## src/pvc_pkg.sv

```systemverilog
`timescale 1ns / 1ps
// ----------------------------------------------------------------------------
// pvc_pkg: shared types and constants of the prefix varint codec
// Result kinds, the status structs passed from the decoder and encoder to the
// top level, and the field widths of the channels.
// ----------------------------------------------------------------------------
package pvc_pkg;

	// Field widths of the two channels.
	localparam int unsigned ByteW  = 8;
	localparam int unsigned WordW  = 32;
	localparam int unsigned SpaceW = 16;
	localparam int unsigned KindW  = 2;

	// Longest coded form in bytes and the width of a byte count or index.
	localparam int unsigned MaxLen = 5;
	localparam int unsigned LenW   = 3;

	// Lead byte of the five-byte form.
	localparam logic [ByteW-1:0] LeadFive = 8'hF0;

	// Kind of one result beat.
	typedef enum logic [KindW-1:0] {
		KIND_VALUE = 2'd0,
		KIND_BYTE  = 2'd1,
		KIND_ERROR = 2'd2
	} kind_t;

	// What the decoder produces for the byte it is looking at.
	typedef struct packed {
		logic             has_result;
		logic             is_error;
		logic [WordW-1:0] value;
	} dec_res_t;

	// What the encoder produces for the byte index it is at.
	typedef struct packed {
		logic             is_error;
		logic [ByteW-1:0] data;
		logic             last;
	} enc_res_t;

endpackage

```

## src/prefix_varint_codec.sv

```systemverilog
`timescale 1ns / 1ps
// ----------------------------------------------------------------------------
// prefix_varint_codec: codec for 32-bit integers in 1 to 5 prefix-length bytes
//
// Input channel (in_valid / in_stall): one beat carries a command. cmd = 0
// decodes in_byte (end_of_buffer marks the last byte available); cmd = 1
// encodes word_in into a buffer with space_left free bytes.
// Output channel (out_valid / out_stall): one beat carries one result: a
// decoded value, one encoded byte (most significant first, last on the final
// byte) or an error. Decode and error results always have last set.
// An accepted beat is held in the input register, and its first result is
// loaded into the output register once that register is free to take it.
// Throughput: decode takes one byte per cycle; a byte that completes no number
// gives no result, and one that does waits out an output stall. Encode gives
// its coded bytes (1 to 5) one at a time, paced by the single output register.
// Reset clears both registers' valid flags and the decode and encode state.
// When the receiver stalls, the output beat holds and the input register
// fills; in_stall rises once a beat in it cannot move on.
// ----------------------------------------------------------------------------
module prefix_varint_codec (
	input  logic                        clk,
	input  logic                        arst_n,
	input  logic                        in_valid,
	output logic                        in_stall,
	input  logic                        cmd,
	input  logic [pvc_pkg::ByteW-1:0]   in_byte,
	input  logic                        end_of_buffer,
	input  logic [pvc_pkg::WordW-1:0]   word_in,
	input  logic [pvc_pkg::SpaceW-1:0]  space_left,
	output logic                        out_valid,
	input  logic                        out_stall,
	output logic [pvc_pkg::KindW-1:0]   kind,
	output logic [pvc_pkg::ByteW-1:0]   out_byte,
	output logic [pvc_pkg::WordW-1:0]   out_value,
	output logic                        last
);

	// Input register.
	logic                       valid_s1;
	logic                       cmd_s1;
	logic [pvc_pkg::ByteW-1:0]  in_byte_s1;
	logic                       eob_s1;
	logic [pvc_pkg::WordW-1:0]  word_s1;
	logic [pvc_pkg::SpaceW-1:0] space_s1;

	// Output register.
	logic                       out_valid_q;
	pvc_pkg::kind_t             kind_q;
	logic [pvc_pkg::ByteW-1:0]  byte_q;
	logic [pvc_pkg::WordW-1:0]  value_q;
	logic                       last_q;

	pvc_pkg::dec_res_t dec_res;
	pvc_pkg::enc_res_t enc_res;
	logic              out_load;
	logic              dec_fire;
	logic              enc_fire;
	logic              consume;
	logic              accept;

	pvc_decoder u_dec (
		.clk           (clk),
		.arst_n        (arst_n),
		.fire          (dec_fire),
		.in_byte       (in_byte_s1),
		.end_of_buffer (eob_s1),
		.res           (dec_res)
	);

	pvc_encoder u_enc (
		.clk        (clk),
		.arst_n     (arst_n),
		.fire       (enc_fire),
		.word_in    (word_s1),
		.space_left (space_s1),
		.res        (enc_res)
	);

	// Issue control: a decode byte with no result moves on even when the
	// output is stalled; anything that gives a beat needs a free output slot.
	assign out_load = !out_valid_q || !out_stall;
	assign dec_fire = valid_s1 && !cmd_s1 && (!dec_res.has_result || out_load);
	assign enc_fire = valid_s1 && cmd_s1 && out_load;
	assign consume  = dec_fire || (enc_fire && enc_res.last);
	assign in_stall = valid_s1 && !consume;
	assign accept   = in_valid && !in_stall;

	// Input register valid flag.
	always_ff @(posedge clk or negedge arst_n) begin
		if (!arst_n) begin
			valid_s1 <= 1'b0;
		end else if (accept) begin
			valid_s1 <= 1'b1;
		end else if (consume) begin
			valid_s1 <= 1'b0;
		end
	end

	// Input register payload.
	always_ff @(posedge clk) begin
		if (accept) begin
			cmd_s1     <= cmd;
			in_byte_s1 <= in_byte;
			eob_s1     <= end_of_buffer;
			word_s1    <= word_in;
			space_s1   <= space_left;
		end
	end

	// Output register valid flag.
	always_ff @(posedge clk or negedge arst_n) begin
		if (!arst_n) begin
			out_valid_q <= 1'b0;
		end else if (out_load) begin
			out_valid_q <= (dec_fire && dec_res.has_result) || enc_fire;
		end
	end

	// Output register payload.
	always_ff @(posedge clk) begin
		if (out_load) begin
			if (cmd_s1) begin
				kind_q  <= enc_res.is_error ? pvc_pkg::KIND_ERROR : pvc_pkg::KIND_BYTE;
				byte_q  <= enc_res.data;
				value_q <= '0;
				last_q  <= enc_res.last;
			end else begin
				kind_q  <= dec_res.is_error ? pvc_pkg::KIND_ERROR : pvc_pkg::KIND_VALUE;
				byte_q  <= '0;
				value_q <= dec_res.value;
				last_q  <= 1'b1;
			end
		end
	end

	assign out_valid = out_valid_q;
	assign kind      = kind_q;
	assign out_byte  = byte_q;
	assign out_value = value_q;
	assign last      = last_q;

endmodule

```

## src/pvc_decoder.sv

```systemverilog
`timescale 1ns / 1ps
// ----------------------------------------------------------------------------
// pvc_decoder: byte-wise decoder of prefix-length varints
// Holds the count of bytes still to come and the partial value. For the byte
// on its input it tells whether a result is due, and it advances its state
// when the top level consumes that byte.
// ----------------------------------------------------------------------------
module pvc_decoder (
	input  logic                       clk,
	input  logic                       arst_n,
	input  logic                       fire,
	input  logic [pvc_pkg::ByteW-1:0]  in_byte,
	input  logic                       end_of_buffer,
	output pvc_pkg::dec_res_t          res
);

	logic [pvc_pkg::LenW-1:0]  pend_q;
	logic [pvc_pkg::LenW-1:0]  pend_d;
	logic [pvc_pkg::WordW-1:0] acc_q;
	logic [pvc_pkg::WordW-1:0] acc_d;
	logic [pvc_pkg::WordW-1:0] acc_shift;
	logic                      need_eob;

	// Next state and result for the current byte.
	always_comb begin
		pend_d    = pend_q;
		acc_d     = acc_q;
		res       = '0;
		need_eob  = 1'b0;
		acc_shift = {acc_q[pvc_pkg::WordW-pvc_pkg::ByteW-1:0], in_byte};
		if (pend_q == '0) begin
			// First byte: the leading ones give the length.
			priority if (!in_byte[7]) begin
				res.has_result = 1'b1;
				res.value      = {{(pvc_pkg::WordW-pvc_pkg::ByteW){1'b0}}, in_byte};
			end else if (!in_byte[6]) begin
				acc_d    = {26'd0, in_byte[5:0]};
				pend_d   = 3'd1;
				need_eob = 1'b1;
			end else if (!in_byte[5]) begin
				acc_d    = {27'd0, in_byte[4:0]};
				pend_d   = 3'd2;
				need_eob = 1'b1;
			end else if (!in_byte[4]) begin
				acc_d    = {28'd0, in_byte[3:0]};
				pend_d   = 3'd3;
				need_eob = 1'b1;
			end else if (!in_byte[3]) begin
				acc_d    = '0;
				pend_d   = 3'd4;
				need_eob = 1'b1;
			end else begin
				res.has_result = 1'b1;
				res.is_error   = 1'b1;
			end
		end else begin
			// Continuation byte: shift it in big-endian.
			pend_d = pend_q - 3'd1;
			if (pend_d == '0) begin
				res.has_result = 1'b1;
				res.value      = acc_shift;
				acc_d          = '0;
			end else begin
				acc_d    = acc_shift;
				need_eob = 1'b1;
			end
		end
		// The buffer ran out in the middle of a number.
		if (need_eob && end_of_buffer) begin
			pend_d         = '0;
			acc_d          = '0;
			res.has_result = 1'b1;
			res.is_error   = 1'b1;
			res.value      = '0;
		end
	end

	// Decode state.
	always_ff @(posedge clk or negedge arst_n) begin
		if (!arst_n) begin
			pend_q <= '0;
			acc_q  <= '0;
		end else if (fire) begin
			pend_q <= pend_d;
			acc_q  <= acc_d;
		end
	end

endmodule

```

## src/pvc_encoder.sv

```systemverilog
`timescale 1ns / 1ps
// ----------------------------------------------------------------------------
// pvc_encoder: shortest-form encoder of prefix-length varints
// Works out the coded length and the coded bytes of a word, left aligned, and
// steps a byte index each time the top level takes one byte.
// ----------------------------------------------------------------------------
module pvc_encoder (
	input  logic                        clk,
	input  logic                        arst_n,
	input  logic                        fire,
	input  logic [pvc_pkg::WordW-1:0]   word_in,
	input  logic [pvc_pkg::SpaceW-1:0]  space_left,
	output pvc_pkg::enc_res_t           res
);

	localparam int unsigned AlignW = pvc_pkg::MaxLen * pvc_pkg::ByteW;

	logic [pvc_pkg::LenW-1:0] idx_q;
	logic [pvc_pkg::LenW-1:0] len;
	logic [AlignW-1:0]        aligned;
	logic                     no_room;

	// Length of the shortest form and its bytes, first byte on top.
	always_comb begin
		priority if (word_in[31:7] == '0) begin
			len     = 3'd1;
			aligned = {word_in[7:0], 32'd0};
		end else if (word_in[31:14] == '0) begin
			len     = 3'd2;
			aligned = {2'b10, word_in[13:0], 24'd0};
		end else if (word_in[31:21] == '0) begin
			len     = 3'd3;
			aligned = {3'b110, word_in[20:0], 16'd0};
		end else if (word_in[31:28] == '0) begin
			len     = 3'd4;
			aligned = {4'b1110, word_in[27:0], 8'd0};
		end else begin
			len     = 3'd5;
			aligned = {pvc_pkg::LeadFive, word_in};
		end
	end

	assign no_room = {{(pvc_pkg::SpaceW-pvc_pkg::LenW){1'b0}}, len} > space_left;

	// Byte at the current index, or one error beat.
	always_comb begin
		res = '0;
		if (no_room) begin
			res.is_error = 1'b1;
			res.last     = 1'b1;
		end else begin
			res.last = (idx_q == len - 3'd1);
			unique case (idx_q)
				3'd0:    res.data = aligned[39:32];
				3'd1:    res.data = aligned[31:24];
				3'd2:    res.data = aligned[23:16];
				3'd3:    res.data = aligned[15:8];
				3'd4:    res.data = aligned[7:0];
				default: res.data = '0;
			endcase
		end
	end

	// Byte index within the current word.
	always_ff @(posedge clk or negedge arst_n) begin
		if (!arst_n) begin
			idx_q <= '0;
		end else if (fire) begin
			idx_q <= res.last ? '0 : idx_q + 3'd1;
		end
	end

endmodule

```

## config.mk

```make
export PLATFORM = sky130hd
export DESIGN_NAME = prefix_varint_codec
export DESIGN_NICKNAME = d
export VERILOG_FILES = /design/src/pvc_pkg.sv /design/src/prefix_varint_codec.sv /design/src/pvc_decoder.sv /design/src/pvc_encoder.sv
export SDC_FILE = /design/constraint.sdc
export NUM_CORES = 1
export LEC_CHECK = 0
export BUFFER_PORTS_ARGS = -buffer_cell sky130_fd_sc_hd__buf_2
export CELL_PAD_IN_SITES_DETAIL_PLACEMENT = 1
export CELL_PAD_IN_SITES_GLOBAL_PLACEMENT = 1
export CORE_UTILIZATION = 45
export CTS_CLUSTER_DIAMETER = 120
export DETAILED_ROUTE_END_ITERATION = 8
export PLACE_DENSITY_LB_ADDON = 0.2
export SYNTH_ARGS = -nofsm -noshare
export SYNTH_HDL_FRONTEND = slang
export SYNTH_HIERARCHICAL = 1
export SYNTH_SLANG_ARGS = --single-unit
```

## constraint.sdc

```tcl
create_clock -name clk -period 6.4 [get_ports clk]
set_clock_uncertainty 0.1 [all_clocks]
set_input_delay 0 -clock clk [delete_from_list [all_inputs] [get_ports clk]]
set_output_delay 0 -clock clk [all_outputs]
set_load 0.01 [all_outputs]
```

==> results of run 1 <==
[flip-flops by register name (all words and copies together) (netlist names)]
signal and flops:
cmd_s1 1, eob_s1 1, in_byte_s1 8, kind 2, last 1, out_byte 8
out_valid 1, out_value 32, space_s1 16, u_dec/acc_q 24, u_dec/pend_q 3, u_enc/idx_q 3
valid_s1 1, word_s1 32
[through the flow]
step                      setup slack, ns  hold slack (ns)  instance area (µm²)
after floorplan                      1.63           -0.396                 6420
after global placement               1.53         -0.00440                 7090
after detailed placement             1.30          0.00494                 7090
after CTS                            1.23            0.107                 8280
after global routing                0.888            0.155                 8280
final                                1.20           0.0875                 8280
[what timing repair did]
item	CTS	global route
endpoints found under the hold margin	94	0
buffers inserted	0	0
hold buffers	62	0
[worst paths after layout]
path / depth (start not counted) / start / endpoint / slack [ns]
worst max-delay path: 12 / word_s1[29] / word_s1[8] / 1.20
worst min-delay path: 2 / arst_n / u_dec/acc_q[16] / 0.09
worst max register to register: 12 / word_s1[29] / word_s1[8] / 1.20
worst min register to register: 2 / u_dec/pend_q[1] / u_dec/pend_q[1] / 0.38
max in group asynchronous: 2 / arst_n / u_enc/idx_q[0] / 5.64
min in group clk: 2 / space_left[0] / space_s1[0] / 0.19
[layout make-up]
cell class                 instances  area (µm²)  share of cell area
sequential                       133        3830               0.463
multi-input combinational        348        2380               0.288
timing repair buffer             173        1190               0.144
clock buffer                      22         464              0.0560
tap                              180         225              0.0272
clock inverter                    10         105              0.0127
inverter                          21        81.3             0.00982
[critical path, cell delays in order (launching register included)]
cell and delay [ns]:
edfxtp_1 0.46, or4_1 0.80, buf_4 0.30, nor4_4 0.51, inv_4 0.17, nor2_1 0.21
inv_1 0.07, ha_1 0.31, xnor2_1 0.18, o41ai_4 0.46, a21boi_0 0.38, o211a_2 0.23
buf_4 0.59
[Yosys cell counts (4+ instances only)]
library cell	count	share of area
a211oi_1	4	0.0047
a21oi_1	29	0.023
a22o_1	26	0.035
a22oi_1	6	0.0070
a31oi_1	5	0.0049
and2_1	34	0.033
and3_1	4	0.0039
buf_2	8	0.0062
buf_4	5	0.0058
clkbuf_1	5	0.0029
dfrtp_1	32	0.12
edfxtp_1	101	0.47
ha_1	12	0.023
inv_1	19	0.011
mux2_2	5	0.0088
nand2_1	37	0.022
nand2b_1	5	0.0049
nand3_1	14	0.011
nor2_1	18	0.011
nor2b_1	42	0.041
nor3_1	11	0.0086
nor4_1	7	0.0068
o21ai_0	10	0.0078
o221ai_1	5	0.0068
o22ai_1	7	0.0068
[cell families after synthesis]
kind of cell               count (synthesis)  synth area share
and+or+nand+nor                          193             0.174
AOI/OAI and AO/OA                        134             0.158
DFF                                      133             0.597
buffers and inverters                     42            0.0329
adders and majority gates                 12            0.0234
muxes                                      6            0.0103
xor gates and xnor gates                   3           0.00409
[report_power, final]
group	internal (mW)	leakage (nW)	total, mW	switching (mW)
clock	0.588	0.271	0.948	0.359
combinational	0.364	1.64	0.896	0.532
sequential	1.17	1.43	1.32	0.153
total	2.12	3.34	3.17	1.04
[cells in the final DEF (no fill, tap or decap), types with 3 or more instances in the layout]
master / count
nor2b_1: 42
clkinv_2: 3
clkinvlp_4: 3
dlygate4sd3_1: 62
buf_4: 5
and2_1: 34
o221ai_1: 5
ha_1: 12
clkbuf_16: 17
a21o_1: 3
clkbuf_1: 3
inv_1: 19
a21oi_1: 29
nor2_1: 18
nand3_1: 14
and3_1: 4
nor4_1: 6
mux2_2: 5
xnor2_1: 3
a211oi_1: 4
a21boi_0: 3
o22ai_1: 7
a31oi_1: 5
nor3_1: 11
buf_2: 106
a22oi_1: 6
nand2_1: 36
o31ai_1: 3
o21ai_0: 10
dfrtp_1: 32
clkinv_1: 3
a22o_1: 26
nand2b_1: 5
a2bb2oi_1: 3
edfxtp_1: 101
[routing by layer]
| metal | part of all wire | vias to the layer above |
|---|---|---|
| met3 | 0.053 | 20 |
| met2 | 0.49 | 155 |
| met1 | 0.44 | 2471 |
| met5 | 0 | - |
| met4 | 0.015 | 0 |
| li1 | - | 2314 |
==> impl_metrics.toml, run 1 <==
[run_status]
status = "finished clean"

[routing]
routed_wl_mm = 17.2
wl_per_cell_um = 19.4
drc_errors = 0
dr.pass1.iters = 5
via_per_inst = 5.59
drt_iter0_drc = 437
ant_nets = 0
vias = 4960

[clock_network]
cts_root_buffer = "clkbuf_16"
cts_resized = 0
insertion_delay_ns = 0.42
cts_tree = "built"
cts_buffers = 17
htree_levels = 4
cts.sinks = 133
cts_buffer_depth = 2
cts.clk_slew.worst_paths_ns = 0.06

[logic_synthesis]
syn-instance-count = 523
synthArstFlopShare = 0.241
avgSynthCellArea_um2 = 12.3
synth_enable_flop_cells = 101
yosys_warnings = 6
synth-main-ff-cell = "edfxtp_1"
netlist_area_um2 = 6420
yosysUniqueCellTypes = 70
ys_ff_latch = 133
yosysSeqAreaShare = 0.597
syn-num-nets = 597

[global_routing]
grt_util_met1 = 0.324
grt.busiest_layer = "met2"
use_met3 = 0.0620
track_usage = 0.248
grt_pass1_vias = 5134
grt_max_degree = 59
grt_pass1_wl_mm = 27.3
grt-ovfl-total = 0
grt_antenna_before_repair = 0
use_met2 = 0.404

[final_layout]
diodes = 0
final_util = 0.597
drive_gt1_frac = 0.232
fin_nets = 768
area_growth_pct = 29.0
fin_cells = 887
nFillCells = 1464

[floorplanning]
dieHeight_um = 121
row_count = 43
initial_core_util = 0.463
die-area_um2 = 14800
io_pins = 107
design.core.area_um2 = 13900
die_w_um = 121

[pwr]
power_density_nw_per_um2 = 382
power_mw = 3.17
ir_worst_vdd_uv = 277
p_leak_nw = 3.34

[critical_path]
path_max_fanout = 58
start_kind = "flip-flop"
critPathCaptureType = "flip-flop"
worstPathRequired_ns = 6.35
cp.arrival_ns = 5.15
crit_type = "reg2reg"

[placement]
gp_congestion = 0.846
dp.cells = 793
place_hpwl_mm = 11.0
io_buffers = 106

[timing]
final-hold-violation-count = 0
setup_viol = 0
relSlewSlack = 0.205
drv_slew = 0
tns_ns = 0
rsz0062_at_grt = "false"
period_needed_ns = 5.20
period_share = 0.812
fmax_mhz = 192
worst_pin_slew_ns = 1.18

[flow_run]
drv_cap = 0

[worst_hold_path]
hp-class = "in2async"
No activity file was read; power rests on OpenSTA's default activity.
==> run 2, diff against run 1 <==
Settings changed: CORE_UTILIZATION 45 to 41.
Clock period 6.4 ns to 4.7 ns, I/O delays scaled along.
==> run 2 against run 1 <==
Power increased by 35%. Register-to-register slack lost 0.88 ns. Cell count is 4.1% higher. Global-route usage fell by 1.6 points. Wire length is 2.8% higher. Sequential power increased by 36%. Die area increased by 9.6%. Utilization fell by 4.9 points. Maximum frequency grew 19%. Worst setup slack lost 0.88 ns. Critical endpoint is now word_s1[1]. Largest cell class unchanged.
==> impl_metrics.toml, run 2 (synthesized netlist as in run 1, its figures left out) <==
[run_status]
status = "finished clean"

[routing]
dr.pass1.iters = 5
via_per_inst = 5.41
wl_per_cell_um = 19.2
ant_nets = 0
vias = 4991
routed_wl_mm = 17.7
drc_errors = 0
drt_iter0_drc = 341

[global_routing]
track_usage = 0.232
grt-ovfl-total = 0
grt_pass1_vias = 5261
grt_antenna_before_repair = 0
grt_max_degree = 59
grt_pass1_wl_mm = 28.4

[critical_path]
crit_type = "reg2reg"
r2r-start = "word_s1[27]"
worstPathRequired_ns = 4.68
critPathCaptureType = "flip-flop"
path_max_fanout = 58
reg2reg_slack_ns = 0.32
start_kind = "flip-flop"
reg2reg_to = "word_s1[1]"
cp.arrival_ns = 4.37
ff2ff_path_depth = 13

[floorplanning]
initial_core_util = 0.421
die_w_um = 127
row_count = 45
die-area_um2 = 16200
dieHeight_um = 127
design.core.area_um2 = 15300
io_pins = 107

[final_layout]
fin_cells = 923
final_cell_mix = "buf_2 (106), edfxtp_1 (101), dlygate4sd3_1 (62)"
diodes = 0
nFillCells = 1629
multiInputGateArea_um2 = 2380
final-seq-area_um2 = 3830
area_growth_pct = 30.2
mostFrequentLayoutCell = "buf_2"
drive_gt1_frac = 0.240
fin_nets = 773

[placement]
dp.cells = 829
place_hpwl_mm = 11.8
io_buffers = 106
pre_cts_ws_ns = 0.470
gp_congestion = 0.907

[pwr]
combPwrFrac = 0.288
power.share.switching = 0.340
power.switching_mw = 1.45
power_density_nw_per_um2 = 511
pwr-share-clk = 0.292
p_int_mw = 2.82
ir_worst_vdd_uv = 282
p_seq_frac = 0.420
p_leak_nw = 3.36

[timing]
fmax_mhz = 228
period_share = 0.932
rsz0062_at_grt = "false"
whs_ns = 0.0825
worst_slack_ns = 0.317
period_needed_ns = 4.38
tns_ns = 0
worst_pin_slew_ns = 1.08
drv_slew = 0
relSlewSlack = 0.278
final-hold-violation-count = 0
setup_viol = 0

[clock_network]
cts_root_buffer = "clkbuf_16"
insertion_delay_ns = 0.42
cts_buffers = 17
cts.clk_slew.worst_paths_ns = 0.06
holdBufCountCts = 62
cts_resized = 0
cts.sinks = 133
cts_tree = "built"
postCtsSetupBuffers = 0
cts_buffer_depth = 2
htree_levels = 4

[flow_run]
drv_cap = 0

[worst_hold_path]
hp-class = "in2async"
==> run 2: cell types whose count changed in the layout (fill, tap and decap cells not counted) <==
| cell | delta |
|---|---|
| buf_12 | +1 |
| buf_4 | +4 |
| bufinv_16 | -1 |
| clkbuf_1 | -2 |
| clkbuf_8 | -2 |
| clkinv_2 | -3 |
| clkinv_4 | +4 |
| clkinvlp_4 | +1 |
| inv_6 | +3 |
==> run 2: area by class of cell <==
| class | count | area share |
|---|---|---|
| Clock inverter | 14 | 0.0154 |
| Timing Repair Buffer | 178 | 0.148 |
| Inverter | 21 | 0.00973 |
| Tap cell | 211 | 0.0316 |
| Clock buffer | 18 | 0.0513 |
| Multi-Input combinational cell | 348 | 0.285 |
| Sequential cell | 133 | 0.459 |
==> run 2: worst max-delay path, stage by stage, from the launching register on <==
cell and delay [ns]:
edfxtp_1 0.51, nor4_1 0.47, and2_1 0.40, buf_4 0.22
nor2_1 0.08, nor3_1 0.32, ha_1 0.32, nand3_1 0.09
nand3_1 0.08, or3_1 0.39, o41ai_4 0.10, a21boi_0 0.38
o211a_2 0.26, buf_12 0.29
==> run 2: routing by layer <==
metal  global-route usage  up-vias  part of all wire
met5                    0        -                 0
met4               0.0833        0            0.0083
met3               0.0498       12             0.049
met2                0.372      146              0.48
met1                0.313     2494              0.46
li1                     -     2339                 -
==> run 2: worst max-delay path by stage <==
stage / slack (ns) / from / to / cells past startpoint
2_1_floorplan: 0.28 / word_s1[28] / cmd_s1 / 13
3_3_place_gp: 0.63 / word_s1[28] / word_s1[16] / 13
3_5_place_dp: 0.47 / word_s1[27] / word_s1[1] / 13
4_1_cts: 0.32 / word_s1[27] / word_s1[1] / 13
5_1_grt: 0.09 / word_s1[27] / word_s1[8] / 13
6_report: 0.32 / word_s1[27] / word_s1[1] / 13
==> run 2: per-stage QoR <==
step	instance area, µm²	utilization	power [mW]
6_report	8360	0.548	4.28
5_1_grt	8360	0.548	4.51
4_1_cts	8360	0.548	4.31
3_5_place_dp	7180	0.471	3.01
3_3_place_gp	7180	0.471	2.96
2_1_floorplan	6420	-	2.59
==> run 2: power by group through the flow <==
stage	Sequential [mW]	Combinational, mW	Clock (mW)
floorplan	1.80	0.796	0
global placement	1.81	1.16	0
detailed placement	1.82	1.19	0
CTS	1.80	1.24	1.28
global route	1.83	1.36	1.33
finish	1.80	1.23	1.25
